`src/rtl/datetime_difference_seconds_assert.svh`:
```
// ----------------------------------------------------------------------------
// datetime difference assertion macros
// shared concurrent check forms used at the end of the top level
// ----------------------------------------------------------------------------
`ifndef DATETIME_DIFFERENCE_SECONDS_ASSERT_SVH
`define DATETIME_DIFFERENCE_SECONDS_ASSERT_SVH

// condition must hold at every clock edge out of reset
`define DTD_CHECK(label, clk, rst_n, expr, msg) \
    label: assert property (@(posedge clk) disable iff (!rst_n) (expr)) \
        else $error(msg);

// antecedent at one edge implies consequent at the next edge
`define DTD_CHECK_NEXT(label, clk, rst_n, ante, cons, msg) \
    label: assert property (@(posedge clk) disable iff (!rst_n) (ante) |=> (cons)) \
        else $error(msg);

`endif

```
`src/rtl/dtd_pkg.sv`:
```
// ----------------------------------------------------------------------------
// dtd_pkg
// types, calendar constants and helper functions for the datetime difference
// ----------------------------------------------------------------------------
`default_nettype none

package dtd_pkg;

    // pipeline depth per unit
    localparam int CONV_STG  = 2;
    localparam int DIFF_STG  = 5;
    localparam int SPLIT_STG = 4;
    localparam int STAGES    = CONV_STG + DIFF_STG + SPLIT_STG;

    localparam logic [3:0]  MONTH_JAN = 4'd1;
    localparam logic [3:0]  MONTH_FEB = 4'd2;
    localparam logic [3:0]  MONTH_DEC = 4'd12;
    localparam logic [13:0] YEAR_MAX  = 14'd9999;
    localparam logic [4:0]  HOUR_MAX  = 5'd23;
    localparam logic [5:0]  MIN_MAX   = 6'd59;
    localparam logic [4:0]  FEB_LEAP_LEN = 5'd29;

    localparam logic [11:0] SEC_PER_HOUR = 12'd3600;
    localparam logic [5:0]  SEC_PER_MIN  = 6'd60;
    localparam logic [8:0]  DAYS_PER_YEAR = 9'd365;

    // reciprocals: x / 25 = (x * 5243) >> 17 for x < 8192
    localparam logic [12:0] RECIP_25   = 13'd5243;
    // x / 3600 = (x * 37283) >> 27 for x < 86400
    localparam logic [15:0] RECIP_HOUR = 16'd37283;
    // x / 60 = (x * 4370) >> 18 for x < 3600
    localparam logic [12:0] RECIP_MIN  = 13'd4370;

    typedef struct packed {
        logic [5:0]  day;
        logic [3:0]  month;
        logic [13:0] year;
        logic [4:0]  hour;
        logic [5:0]  minute;
        logic [5:0]  second;
    } t_date;

    // one date converted: whole-year days, day offset in year, second of day
    typedef struct packed {
        logic        ok;
        logic [22:0] ydays;
        logic [10:0] moff;
        logic [16:0] sod;
    } t_conv;

    // absolute difference split into days and remainder
    typedef struct packed {
        logic        ok;
        logic        later;
        logic [39:0] total;
        logic [23:0] days;
        logic [16:0] rem;
    } t_span;

    typedef struct packed {
        logic        ok;
        logic        later;
        logic [39:0] total;
        logic [23:0] days;
        logic [4:0]  hours;
        logic [5:0]  minutes;
        logic [5:0]  seconds;
    } t_res;

    function automatic logic [7:0] div25(input logic [12:0] m);
        logic [25:0] p;
        p = 26'(m) * 26'(RECIP_25);
        return p[24:17];
    endfunction

    function automatic logic [8:0] days_before(input logic [3:0] month);
        logic [8:0] d;
        case (month)
            4'd1:    d = 9'd0;
            4'd2:    d = 9'd31;
            4'd3:    d = 9'd59;
            4'd4:    d = 9'd90;
            4'd5:    d = 9'd120;
            4'd6:    d = 9'd151;
            4'd7:    d = 9'd181;
            4'd8:    d = 9'd212;
            4'd9:    d = 9'd243;
            4'd10:   d = 9'd273;
            4'd11:   d = 9'd304;
            4'd12:   d = 9'd334;
            default: d = 9'd0;
        endcase
        return d;
    endfunction

    function automatic logic [4:0] month_len(input logic [3:0] month);
        logic [4:0] n;
        case (month)
            4'd1, 4'd3, 4'd5, 4'd7, 4'd8, 4'd10, 4'd12: n = 5'd31;
            4'd4, 4'd6, 4'd9, 4'd11:                  n = 5'd30;
            4'd2:                                     n = 5'd28;
            default:                                  n = 5'd0;
        endcase
        return n;
    endfunction

endpackage

`default_nettype wire

```
`src/rtl/datetime_difference_seconds.sv`:
```
// ----------------------------------------------------------------------------
// datetime_difference_seconds
// absolute difference of two proleptic gregorian date-times, in seconds and
// as days/hours/minutes/seconds, with a validity flag for both inputs
// ----------------------------------------------------------------------------
// Fully pipelined: one transaction is accepted every clock while o_stall is
// low. Each result passes through 2 conversion stages per date in parallel,
// 5 difference/normalize stages and 4 split stages; the last stage is the
// output register. All divisions are by constants and done as shifts and
// reciprocal multiplies. Each stage holds a valid bit, so bubbles collapse
// while the output is stalled and o_stall rises only when every stage holds
// a transaction and i_stall is high.
`default_nettype none

`include "datetime_difference_seconds_assert.svh"

module datetime_difference_seconds import dtd_pkg::*; (
    input  logic        i_clk,
    input  logic        i_rst_n,

    input  logic        i_valid,
    output logic        o_stall,
    input  logic [5:0]  i_first_day,
    input  logic [3:0]  i_first_month,
    input  logic [13:0] i_first_year,
    input  logic [4:0]  i_first_hour,
    input  logic [5:0]  i_first_minute,
    input  logic [5:0]  i_first_second,
    input  logic [5:0]  i_second_day,
    input  logic [3:0]  i_second_month,
    input  logic [13:0] i_second_year,
    input  logic [4:0]  i_second_hour,
    input  logic [5:0]  i_second_minute,
    input  logic [5:0]  i_second_second,

    output logic        o_valid,
    input  logic        i_stall,
    output logic        o_both_valid,
    output logic        o_first_later,
    output logic [39:0] o_total_seconds,
    output logic [23:0] o_whole_days,
    output logic [4:0]  o_rest_hours,
    output logic [5:0]  o_rest_minutes,
    output logic [5:0]  o_rest_seconds
);

    logic [STAGES-1:0] r_vld;
    logic [STAGES-1:0] n_vld;
    logic [STAGES-1:0] vld_in;
    logic [STAGES-1:0] rdy;

    t_date first_date;
    t_date second_date;
    t_conv conv_a;
    t_conv conv_b;
    t_span span;
    t_res  res;

    // a stage may load when it or any stage after it is empty, or output is free
    always_comb begin
        vld_in = {r_vld[STAGES-2:0], i_valid};
        for (int k = 0; k < STAGES; k++) begin
            rdy[k]   = !i_stall || ((r_vld | STAGES'((1 << k) - 1)) != '1);
            n_vld[k] = rdy[k] ? vld_in[k] : r_vld[k];
        end
    end

    always_ff @(posedge i_clk) begin
        if (!i_rst_n) begin
            r_vld <= '0;
        end else begin
            r_vld <= n_vld;
        end
    end

    assign first_date = '{day: i_first_day, month: i_first_month, year: i_first_year,
                          hour: i_first_hour, minute: i_first_minute,
                          second: i_first_second};
    assign second_date = '{day: i_second_day, month: i_second_month, year: i_second_year,
                           hour: i_second_hour, minute: i_second_minute,
                           second: i_second_second};

    dtd_conv u_conv_a (
        .i_clk  (i_clk),
        .i_en   (rdy[CONV_STG-1:0]),
        .i_date (first_date),
        .o_conv (conv_a)
    );

    dtd_conv u_conv_b (
        .i_clk  (i_clk),
        .i_en   (rdy[CONV_STG-1:0]),
        .i_date (second_date),
        .o_conv (conv_b)
    );

    dtd_diff u_diff (
        .i_clk  (i_clk),
        .i_en   (rdy[CONV_STG+DIFF_STG-1:CONV_STG]),
        .i_a    (conv_a),
        .i_b    (conv_b),
        .o_span (span)
    );

    dtd_split u_split (
        .i_clk  (i_clk),
        .i_en   (rdy[STAGES-1:CONV_STG+DIFF_STG]),
        .i_span (span),
        .o_res  (res)
    );

    assign o_stall         = !rdy[0];
    assign o_valid         = r_vld[STAGES-1];
    assign o_both_valid    = res.ok;
    assign o_first_later   = res.later;
    assign o_total_seconds = res.total;
    assign o_whole_days    = res.days;
    assign o_rest_hours    = res.hours;
    assign o_rest_minutes  = res.minutes;
    assign o_rest_seconds  = res.seconds;

    `DTD_CHECK(a_rest_range, i_clk, i_rst_n, !o_valid || (o_rest_hours <= 5'd23 && o_rest_minutes <= 6'd59 && o_rest_seconds <= 6'd59), "remainder field out of range")
    `DTD_CHECK(a_split_sum, i_clk, i_rst_n, !o_valid || (o_total_seconds == 40'(o_whole_days) * 40'd86400 + 40'(o_rest_hours) * 40'd3600 + 40'(o_rest_minutes) * 40'd60 + 40'(o_rest_seconds)), "split does not add up to total")
    `DTD_CHECK(a_later_nonzero, i_clk, i_rst_n, !(o_valid && o_first_later) || (o_total_seconds != 40'd0), "first_later with zero difference")
    `DTD_CHECK(a_no_stall_free, i_clk, i_rst_n, i_stall || !o_stall, "input stalled while output is free")
    `DTD_CHECK_NEXT(a_accept_enters, i_clk, i_rst_n, i_valid && !o_stall, r_vld[0], "accepted transaction missing from first stage")

endmodule

`default_nettype wire

```
`src/rtl/dtd_conv.sv`:
```
// ----------------------------------------------------------------------------
// dtd_conv
// two-stage conversion of one date-time into day and second-of-day counts
// ----------------------------------------------------------------------------
`default_nettype none

module dtd_conv import dtd_pkg::*; (
    input  logic                i_clk,
    input  logic [CONV_STG-1:0] i_en,
    input  t_date               i_date,
    output t_conv               o_conv
);

    // stage 1: year quotients, second of day, range checks
    logic [14:0] n_y3;
    logic [14:0] n_y99;
    logic [14:0] n_y399;
    logic [16:0] n_sod;
    logic        n_range_ok;

    logic [13:0] r_y;
    logic [3:0]  r_month;
    logic [5:0]  r_day;
    logic [16:0] r_sod;
    logic [12:0] r_yq4;
    logic [7:0]  r_c100;
    logic [7:0]  r_c400;
    logic [7:0]  r_f100;
    logic [7:0]  r_f400;
    logic        r_range_ok;

    always_comb begin
        n_y3   = {1'b0, i_date.year} + 15'd3;
        n_y99  = {1'b0, i_date.year} + 15'd99;
        n_y399 = {1'b0, i_date.year} + 15'd399;
        n_sod  = 17'(i_date.hour) * 17'(SEC_PER_HOUR) + 17'(i_date.minute) * 17'(SEC_PER_MIN)
               + 17'(i_date.second);
        n_range_ok = (i_date.month >= MONTH_JAN) && (i_date.month <= MONTH_DEC)
                  && (i_date.year <= YEAR_MAX) && (i_date.hour <= HOUR_MAX)
                  && (i_date.minute <= MIN_MAX) && (i_date.second <= MIN_MAX);
    end

    always_ff @(posedge i_clk) begin
        if (i_en[0]) begin
            r_y        <= i_date.year;
            r_month    <= i_date.month;
            r_day      <= i_date.day;
            r_sod      <= n_sod;
            r_yq4      <= n_y3[14:2];
            r_c100     <= div25(n_y99[14:2]);
            r_c400     <= div25({2'b0, n_y399[14:4]});
            r_f100     <= div25({1'b0, i_date.year[13:2]});
            r_f400     <= div25({3'b0, i_date.year[13:4]});
            r_range_ok <= n_range_ok;
        end
    end

    // stage 2: leap test, days before the year, offset within the year
    logic [11:0] n_f100x25;
    logic [9:0]  n_f400x25;
    logic        n_leap;
    logic [12:0] n_leaps;
    logic [22:0] n_ydays;
    logic        n_mo_ok;
    logic [9:0]  n_u;
    logic [10:0] n_moff;
    logic [4:0]  n_limit;
    logic        n_ok;

    t_conv r_conv;

    always_comb begin
        n_f100x25 = 12'(r_f100) * 12'd25;
        n_f400x25 = 10'(r_f400) * 10'd25;
        n_leap = ((r_y[1:0] == 2'd0) && (r_y[13:2] != n_f100x25))
              || ((r_y[3:0] == 4'd0) && (r_y[13:4] == n_f400x25));
        n_leaps = r_yq4 + 13'(r_c400) - 13'(r_c100);
        n_ydays = 23'(r_y) * 23'(DAYS_PER_YEAR) + 23'(n_leaps);
        n_mo_ok = (r_month >= MONTH_JAN) && (r_month <= MONTH_DEC);
        // leap day also applies to out-of-range months above february
        n_u = (n_mo_ok ? (10'(days_before(r_month)) + 10'(r_day)) : 10'd0)
            + {9'b0, (n_leap && (r_month > MONTH_FEB))};
        n_moff = {1'b0, n_u} - {10'b0, n_mo_ok};
        n_limit = ((r_month == MONTH_FEB) && n_leap) ? FEB_LEAP_LEN : month_len(r_month);
        n_ok = r_range_ok && (r_day != 6'd0) && (r_day <= {1'b0, n_limit});
    end

    always_ff @(posedge i_clk) begin
        if (i_en[1]) begin
            r_conv.ok    <= n_ok;
            r_conv.ydays <= n_ydays;
            r_conv.moff  <= n_moff;
            r_conv.sod   <= r_sod;
        end
    end

    assign o_conv = r_conv;

endmodule

`default_nettype wire

```
`src/rtl/dtd_diff.sv`:
```
// ----------------------------------------------------------------------------
// dtd_diff
// signed difference of two instants, absolute value, day/second normalization
// ----------------------------------------------------------------------------
`default_nettype none

module dtd_diff import dtd_pkg::*; (
    input  logic                i_clk,
    input  logic [DIFF_STG-1:0] i_en,
    input  t_conv               i_a,
    input  t_conv               i_b,
    output t_span               o_span
);

    localparam logic signed [17:0] DAY_S  = 18'sd86400;
    localparam logic signed [18:0] DAY_W  = 19'sd86400;
    localparam logic signed [18:0] DAY2_W = 19'sd172800;

    // stage 3: day and second-of-day differences
    logic signed [11:0] n_dm;
    logic signed [24:0] n_dd;
    logic signed [17:0] n_ds;
    logic signed [24:0] r3_dd;
    logic signed [17:0] r3_ds;
    logic               r3_ok;

    always_comb begin
        n_dm = $signed({i_a.moff[10], i_a.moff}) - $signed({i_b.moff[10], i_b.moff});
        n_dd = $signed({2'b0, i_a.ydays}) - $signed({2'b0, i_b.ydays}) + 25'(n_dm);
        n_ds = $signed({1'b0, i_a.sod}) - $signed({1'b0, i_b.sod});
    end

    always_ff @(posedge i_clk) begin
        if (i_en[0]) begin
            r3_dd <= n_dd;
            r3_ds <= n_ds;
            r3_ok <= i_a.ok & i_b.ok;
        end
    end

    // stage 4: days scaled to seconds
    logic signed [41:0] n_prod;
    logic signed [41:0] r4_prod;
    logic signed [24:0] r4_dd;
    logic signed [17:0] r4_ds;
    logic               r4_ok;

    assign n_prod = r3_dd * DAY_S;

    always_ff @(posedge i_clk) begin
        if (i_en[1]) begin
            r4_prod <= n_prod;
            r4_dd   <= r3_dd;
            r4_ds   <= r3_ds;
            r4_ok   <= r3_ok;
        end
    end

    // stage 5: full signed difference
    logic signed [41:0] r5_t;
    logic signed [24:0] r5_dd;
    logic signed [17:0] r5_ds;
    logic               r5_ok;

    always_ff @(posedge i_clk) begin
        if (i_en[2]) begin
            r5_t  <= r4_prod + 42'(r4_ds);
            r5_dd <= r4_dd;
            r5_ds <= r4_ds;
            r5_ok <= r4_ok;
        end
    end

    // stage 6: direction and absolute value
    logic               n_later;
    logic signed [41:0] n_neg_t;
    logic [39:0]        r6_total;
    logic signed [24:0] r6_nd;
    logic signed [17:0] r6_nds;
    logic               r6_later;
    logic               r6_ok;

    always_comb begin
        n_later = !r5_t[41] && (r5_t != 42'sd0);
        n_neg_t = -r5_t;
    end

    always_ff @(posedge i_clk) begin
        if (i_en[3]) begin
            r6_total <= r5_t[41] ? n_neg_t[39:0] : r5_t[39:0];
            r6_nd    <= n_later ? r5_dd : -r5_dd;
            r6_nds   <= n_later ? r5_ds : -r5_ds;
            r6_later <= n_later;
            r6_ok    <= r5_ok;
        end
    end

    // stage 7: pull second of day into 0..86399, carrying into the day count
    logic signed [18:0] n_s19;
    logic signed [18:0] n_rem;
    logic signed [24:0] n_days;
    t_span              r7_span;

    always_comb begin
        n_s19 = 19'(r6_nds);
        if (r6_nds < -DAY_S) begin
            n_rem  = n_s19 + DAY2_W;
            n_days = r6_nd - 25'sd2;
        end else if (r6_nds < 18'sd0) begin
            n_rem  = n_s19 + DAY_W;
            n_days = r6_nd - 25'sd1;
        end else if (r6_nds >= DAY_S) begin
            n_rem  = n_s19 - DAY_W;
            n_days = r6_nd + 25'sd1;
        end else begin
            n_rem  = n_s19;
            n_days = r6_nd;
        end
    end

    always_ff @(posedge i_clk) begin
        if (i_en[4]) begin
            r7_span.ok    <= r6_ok;
            r7_span.later <= r6_later;
            r7_span.total <= r6_total;
            r7_span.days  <= n_days[23:0];
            r7_span.rem   <= n_rem[16:0];
        end
    end

    assign o_span = r7_span;

endmodule

`default_nettype wire

```
`src/rtl/dtd_split.sv`:
```
// ----------------------------------------------------------------------------
// dtd_split
// splits the second-of-day remainder into hours, minutes and seconds
// ----------------------------------------------------------------------------
`default_nettype none

module dtd_split import dtd_pkg::*; (
    input  logic                 i_clk,
    input  logic [SPLIT_STG-1:0] i_en,
    input  t_span                i_span,
    output t_res                 o_res
);

    typedef struct packed {
        logic        ok;
        logic        later;
        logic [39:0] total;
        logic [23:0] days;
    } t_head;

    // stage 8: hours by reciprocal multiply
    logic [32:0] n_hp;
    t_head       r8_head;
    logic [16:0] r8_rem;
    logic [4:0]  r8_hrs;

    assign n_hp = 33'(i_span.rem) * 33'(RECIP_HOUR);

    always_ff @(posedge i_clk) begin
        if (i_en[0]) begin
            r8_head <= '{ok: i_span.ok, later: i_span.later,
                         total: i_span.total, days: i_span.days};
            r8_rem  <= i_span.rem;
            r8_hrs  <= n_hp[31:27];
        end
    end

    // stage 9: seconds left in the hour
    logic [16:0] n_rem_h;
    t_head       r9_head;
    logic [4:0]  r9_hrs;
    logic [11:0] r9_rem;

    assign n_rem_h = r8_rem - 17'(r8_hrs) * 17'(SEC_PER_HOUR);

    always_ff @(posedge i_clk) begin
        if (i_en[1]) begin
            r9_head <= r8_head;
            r9_hrs  <= r8_hrs;
            r9_rem  <= n_rem_h[11:0];
        end
    end

    // stage 10: minutes by reciprocal multiply
    logic [24:0] n_mp;
    t_head       r10_head;
    logic [4:0]  r10_hrs;
    logic [11:0] r10_rem;
    logic [5:0]  r10_min;

    assign n_mp = 25'(r9_rem) * 25'(RECIP_MIN);

    always_ff @(posedge i_clk) begin
        if (i_en[2]) begin
            r10_head <= r9_head;
            r10_hrs  <= r9_hrs;
            r10_rem  <= r9_rem;
            r10_min  <= n_mp[23:18];
        end
    end

    // stage 11: seconds, output register
    logic [11:0] n_sec;
    t_res        r11_res;

    assign n_sec = r10_rem - 12'(r10_min) * 12'(SEC_PER_MIN);

    always_ff @(posedge i_clk) begin
        if (i_en[3]) begin
            r11_res.ok      <= r10_head.ok;
            r11_res.later   <= r10_head.later;
            r11_res.total   <= r10_head.total;
            r11_res.days    <= r10_head.days;
            r11_res.hours   <= r10_hrs;
            r11_res.minutes <= r10_min;
            r11_res.seconds <= n_sec[5:0];
        end
    end

    assign o_res = r11_res;

endmodule

`default_nettype wire

```
`config.mk`:
```
export PLATFORM = sky130hd
export DESIGN_NAME = datetime_difference_seconds
export DESIGN_NICKNAME = d
export VERILOG_FILES = /design/src/rtl/dtd_pkg.sv /design/src/rtl/datetime_difference_seconds.sv /design/src/rtl/dtd_conv.sv /design/src/rtl/dtd_diff.sv /design/src/rtl/dtd_split.sv
export VERILOG_INCLUDE_DIRS = /design/src /design/src/rtl
export SDC_FILE = /design/constraint.sdc
export NUM_CORES = 2
export LEC_CHECK = 0
export BUFFER_PORTS_ARGS = -buffer_cell sky130_fd_sc_hd__buf_2
export CAP_MARGIN = 0
export CORE_ASPECT_RATIO = 1.4
export CORE_MARGIN = 4
export CORE_UTILIZATION = 65
export DETAILED_ROUTE_END_ITERATION = 8
export GPL_TIMING_DRIVEN = 0
export MAX_ROUTING_LAYER = met4
export PLACE_DENSITY = 0.92
export RECOVER_POWER = 100
export SLEW_MARGIN = 20
export SYNTH_ARGS = -nofsm -noshare
export SYNTH_HDL_FRONTEND = slang
export SYNTH_SLANG_ARGS = --single-unit
```
`constraint.sdc`:
```
create_clock -name i_clk -period 10.99 [get_ports i_clk]
set_input_delay 1.6485 -clock i_clk [delete_from_list [all_inputs] [get_ports i_clk]]
set_output_delay 1.6485 -clock i_clk [all_outputs]
set_load 0.01 [all_outputs]
```
Yosys cells after proc, flatten, opt, wreduce, memory -nomap -nowiden
Memory sizes are Yosys's and may differ from the RTL's. A register that Yosys moved wholly into a read port is not among the register bits.
Index checks and enable logic that the tools add are counted.
{"block": "word_totals", "n_memories": 4, "wordCells": 257, "regBits": 989, "rom_bits": 448, "output_inout_bits": 85, "in_bits": 86}
{"memory": "(name not given)", "words": 16, "word_bits": 9, "rd": 1, "rd_clocked_by_memory_dff": 1, "wr": 0, "line_no": "dtd_pkg.sv:78", "rtl": "case (month)"}
{"memory": "(name not given)", "words": 16, "word_bits": 9, "rd": 1, "rd_clocked_by_memory_dff": 1, "wr": 0, "line_no": "dtd_pkg.sv:78"}
{"memory": "(name not given)", "words": 16, "word_bits": 5, "rd": 1, "rd_clocked_by_memory_dff": 1, "wr": 0, "line_no": "dtd_pkg.sv:98", "rtl": "case (month)"}
{"memory": "(name not given)", "words": 16, "word_bits": 5, "rd": 1, "rd_clocked_by_memory_dff": 1, "wr": 0, "line_no": "dtd_pkg.sv:98"}
{"block": "op_classes", "muxes": 17, "bitwise_logic": 2, "n_lt_le_gt_ge": 23, "n_reduce_logical": 48, "n_addsub": 38, "multipliers": 23, "n_eq_ne": 16}
{"op": "two-way mux 24 bit", "count": 4}
{"op": "two-way mux 17 bit", "count": 3}
{"op": "multiplier 12 x 13 -> 25 bit (second input constant)", "count": 2}
{"op": "multiplier 13 x 13 -> 25 bit (second input constant)", "count": 2}
{"op": "multiplier 11 x 13 -> 24 bit (second input constant)", "count": 2}
{"op": "adder 23 x 13 -> 23 bit", "count": 2}
{"op": "multiplier 10 x 13 -> 23 bit (second input constant)", "count": 2}
{"op": "multiplier 14 x 9 -> 23 bit (second input constant)", "count": 2}
{"op": "adder 42 x 18 -> 42 bit", "count": 1}
{"op": "nonzero test 42 bit", "count": 1}
{"op": "two-way mux 40 bit", "count": 1}
{"op": "negator 40 bit", "count": 1}
{"op": "multiplier 25 x 11 -> 35 bit (second input constant)", "count": 1}
{"op": "adder 17 x 12 -> 17 bit", "count": 2}
{"op": "adder 17 bit (second input constant)", "count": 2}
{"op": "adder 17 x 6 -> 17 bit", "count": 2}
{"op": "multiplier 17 x 16 -> 32 bit (second input constant)", "count": 1}
{"op": "adder 14 x 2 -> 15 bit (second input constant)", "count": 2}
{"op": "adder 14 x 7 -> 15 bit (second input constant)", "count": 2}
{"op": "adder 14 x 9 -> 15 bit (second input constant)", "count": 2}
{"op": "<= comparator 14 bit (second input constant)", "count": 2}
{"op": "adder 13 x 7 -> 13 bit", "count": 2}
{"op": "multiplier 5 x 8 -> 13 bit (second input constant)", "count": 2}
{"op": "subtractor 13 x 8 -> 13 bit", "count": 2}
{"op": "other kinds (55)", "count": 122}

Depth between registers and ports, before layout
{"block": "depth", "word_depth": 8, "depth_mapped": 29}

Modules after synthesis
A second synthesis with hierarchy kept.
{"block": "unflattened", "cells_unflattened": 7253, "hier_area_um2": 83323.7}
{"module": "dtd_diff", "cells_per_inst": 2150, "area_per_inst_um2": 24188.2, "instances": 1}
{"module": "dtd_conv at u_conv_a", "cells_per_inst": 2064, "area_per_inst_um2": 21504.4, "instances": 1}
{"module": "dtd_conv at u_conv_b", "cells_per_inst": 2050, "area_per_inst_um2": 21436.8, "instances": 1}
{"module": "dtd_split", "cells_per_inst": 936, "area_per_inst_um2": 15725.1, "instances": 1}
{"module": "datetime_difference_seconds", "cells_per_inst": 53, "area_per_inst_um2": 469.2, "instances": 1}

Worst setup path before layout
No wires, ideal clock.
{"block": "synth_timing", "path_kind": "input to output", "start": "in i_stall", "end": "out o_stall", "t_arrival_ns": 8.424, "path_stages": 8, "required_ns": 9.342, "slack_ns": 0.918, "n_path_buf": 0, "path_cell_list": "and4_1 -> and3_1 -> and2_1 -> inv_1 -> nor2_1 -> and2_1 -> nand2_1 -> inv_1"}
{"block": "synth_via", "elab_chain_cells": 3}
{"item": "start, declared", "line_no": "datetime_difference_seconds.sv:37", "rtl": "input logic i_stall,"}
{"item": "logical NOT 1 bit", "line_no": "datetime_difference_seconds.sv:63", "rtl": "rdy[k] = !i_stall || ((r_vld | STAGES'((1 << k) - 1)) != '1);"}
{"item": "logical OR 1 bit", "line_no": "datetime_difference_seconds.sv:63"}
{"item": "logical NOT 1 bit", "line_no": "datetime_difference_seconds.sv:112", "rtl": "assign o_stall = !rdy[0];"}
{"item": "end, declared", "line_no": "datetime_difference_seconds.sv:22", "rtl": "output logic o_stall,"}
No other way between the ends.

Worst setup path in the final report
{"block": "layout_timing", "start": "in i_second_year[4]", "end": "reg u_conv_b.r_c100[6], data pin"}
{"block": "layout_via", "elab_chain_cells": 2}
{"item": "start, declared", "line_no": "datetime_difference_seconds.sv:31", "rtl": "input logic [13:0] i_second_year,"}
{"item": "adder 14 x 7 -> 15 bit", "line_no": "dtd_conv.sv:34", "rtl": "n_y99 = {1'b0, i_date.year} + 15'd99;"}
{"item": "multiplier 13 x 13 -> 25 bit", "line_no": "dtd_pkg.sv:72", "rtl": "p = 26'(m) * 26'(RECIP_25);"}
{"item": "end signal, assigned", "line_no": "dtd_conv.sv:50", "rtl": "r_c100 <= div25(n_y99[14:2]);"}
{"item": "end, declared", "line_no": "dtd_conv.sv:26", "rtl": "logic [7:0] r_c100;"}
No other way between the ends.
A chain may end at the register's enable or synchronous reset.

==> results.toml <==
[cells_and_area]
final_area_um2 = 87800
nFillCells = 8021
nets = 9427
drive_gt1_frac = 0.0313
area_growth_pct = 7.31
stdcell_count = 9022

[min_path]
hold_start = "u_split.r9_head[25]"
hold_class = "reg -> reg"
whs_endpoint = "u_split.r10_head[25]"
hold_depth = 0

[detailed_routing]
met1_length_um = 61600
drtIter0Drc = 3871
num_vias = 53722
postRouteAntennaNets = 0
via_per_inst = 5.95
drc = 0
routed_wl_um = 179000
drt-pass1-iter-count = 6
route.met2.wl_um = 94700
wl_met3_um = 10700
top_layer = "met4"
wire_per_inst_um = 19.9

[setup_path]
cp-start-kind = "input port"
path_class = "in -> reg"
worstRegToRegCells = 9
crit_slowest_cell = "clkbuf_1"
timing.rr.start = "r_vld[9]"
required_ps = 11440
path_max_fanout = 17
slowest_delay_ps = 830
end_kind = "flop"
reg2reg_slack_ps = 3720
timing.rr.end = "u_conv_a.r_c100[3]"
arrival_ps = 9150

[place]
dp_hpwl_um = 139000
io_buffers = 170
place_ws_ps = 2120
dpl_cell_area_um2 = 85200
numPlacedInstances = 8834
gp_congestion = 0.953

[sta]
worst_slew_pin_slew_ps = 3650
rsz0062_at_grt = "false"
fin_crit_ps = 8700
max_slew_margin = -1.43
fin_skew_ps = 39.1
setup_viol = 0
fin_crit_sh = 0.792
slew_viol_final = 745
whs_ps = 389
max_clock_freq_mhz = 115
hold_viol_final = 0
setup_ws_ps = 2290

[die]
initial_core_util = 0.657
top_level_ports = 171
dieWidth_um = 308
die_h_um = 428
core_um2 = 125000
die-area_um2 = 132000
fp-row-count = 153

[synthesis]
synth_common_cells = "ha_1, inv_1, edfxtp_1"
netlist_area_um2 = 81800
ys_warn_count = 0
synthArstFlopShare = 0
ys.flop_type = "edfxtp_1"
yosys-top-cells-area = "edfxtp_1, ha_1, fa_1"
synth_top_area_share = 0.354
yosysMostFrequentCell = "ha_1"
synth.avg_cell_area_um2 = 11.7
synth_seq_cells = 999
synth_edf_count = 964
yosysTopAreaCell = "edfxtp_1"
yosysUniqueCellTypes = 81
synth_cells = 7022
syn_nets = 9150
ys_seq_area_frac = 0.362

[cts]
ctsResizeCount = 0
h-tree-depth = 3
post-cts-setup-buffers = 0
holdBufCountCts = 0
cts.clk_slew.worst_paths_ps = 70
cts_buffers = 90
clock_path_buffers = 3
clkSinkCount = 999
cts-root-buf = "clkbuf_16"
cts_tree = "done"
clock_latency_ps = 700

[run_status]
status = "finished, violations left"
violations = "max-capacitance violations, max-slew violations"

[grt]
grt.total_usage = 0.283
antenna_found_initial = 19
grt_pass1_wl_um = 291000
grt_pass1_vias = 58178
gr-total-overflow = 0
grt_max_degree = 72

[job]
max-cap-violations = 12
-- worst max-delay path, delay by kind of cell --
kind	cells	cell delay, ps
xor+xnor	2	710
fa+ha+maj	7	3090
simple gates	6	1040
buf+inv	5	1120
compound gates	6	1520
-- state kept, by name, indices dropped and copies added, names as in the netlist, 18 cells and up, named ones only --
| signal | cells |
|---|---|
| u_diff.o_span | 82 |
| u_split.r9_head | 65 |
| u_split.r10_head | 65 |
| u_diff.r3_dd | 25 |
| u_diff.r5_dd | 24 |
| u_diff.r5_t | 35 |
| u_diff.r3_ds | 18 |
| u_conv_b.o_conv | 52 |
| u_diff.r4_dd | 24 |
| u_split.o_res | 82 |
| u_diff.r6_total | 39 |
| u_diff.r5_ds | 18 |
| u_conv_a.o_conv | 52 |
| u_diff.r4_ds | 18 |
| u_diff.r6_nd | 24 |
| u_diff.r4_prod | 34 |
| u_split.r8_head | 65 |
| u_diff.r6_nds | 18 |
-- layer usage --
| layer | track usage | vias up |
|---|---|---|
| li1 | - | 24625 |
| met4 | 0.156 | 0 |
| met5 | - | - |
| met2 | 0.514 | 2161 |
| met1 | 0.294 | 26119 |
| met3 | 0.0394 | 817 |
-- how the worst max path moves through the flow --
| stage | from | end | cells past startpoint |
|---|---|---|---|
| 6_report | i_second_year[4] | u_conv_b.r_c100[6] | 26 |
| 5_1_grt | i_first_year[4] | u_conv_a.r_c400[6] | 26 |
| 4_1_cts | i_second_year[5] | u_conv_b.r_c100[6] | 28 |
| 3_5_place_dp | i_second_year[5] | u_conv_b.r_c100[6] | 28 |
| 3_3_place_gp | i_stall | o_stall | 10 |
| 2_1_floorplan | i_stall | o_stall | 8 |
-- through the flow --
step,setup TNS (ps),util
final,0,0.705
after global routing,0,0.705
after CTS,0,0.709
after detailed placement,0,0.683
after global placement,-1460,0.680
after floorplan,0,-
-- cells in the final DEF, fill, tap and decap left out, types with 22 or more instances in the layout --
cell / count
nor3_1: 92
a211oi_1: 31
nor2b_1: 57
nand3_1: 103
inv_1: 1374
nand2_1: 195
clkbuf_16: 91
buf_2: 36
xor2_1: 150
o21bai_1: 58
a21o_1: 160
dfxtp_1: 35
nand2b_1: 40
clkbuf_1: 211
nand4_1: 41
fa_1: 622
ha_1: 1420
o211ai_1: 26
edfxtp_1: 964
xnor2_1: 424
and3_1: 49
o21a_1: 53
diode_2: 22
o31ai_1: 31
a21oi_1: 264
o21ai_0: 186
nor4_1: 24
a31oi_1: 40
or3_1: 23
nor2_1: 239
-- cell families after synthesis --
group,share of synthesized area
compound gates,0.0805
xor+xnor,0.0615
fa+ha+maj,0.369
buf+inv,0.0658
flops,0.362
mux,0.00214
simple gates,0.0584
-- layout make-up --
cell class | count | area (um2) | area share
diodes | 22 | 55.1 | 0.000627
clock buffers | 105 | 2370 | 0.0270
flip-flops and latches | 999 | 29600 | 0.338
inverters | 1379 | 5180 | 0.0590
well taps | 1627 | 2040 | 0.0232
multi-input cells | 4589 | 46800 | 0.533
plain buffers | 55 | 211 | 0.00241
repair buffers | 185 | 766 | 0.00872
clock inverters | 61 | 786 | 0.00895
Power is not shown: default switching activity piles up to over one toggle a cycle in this logic, so the estimate is an artifact.
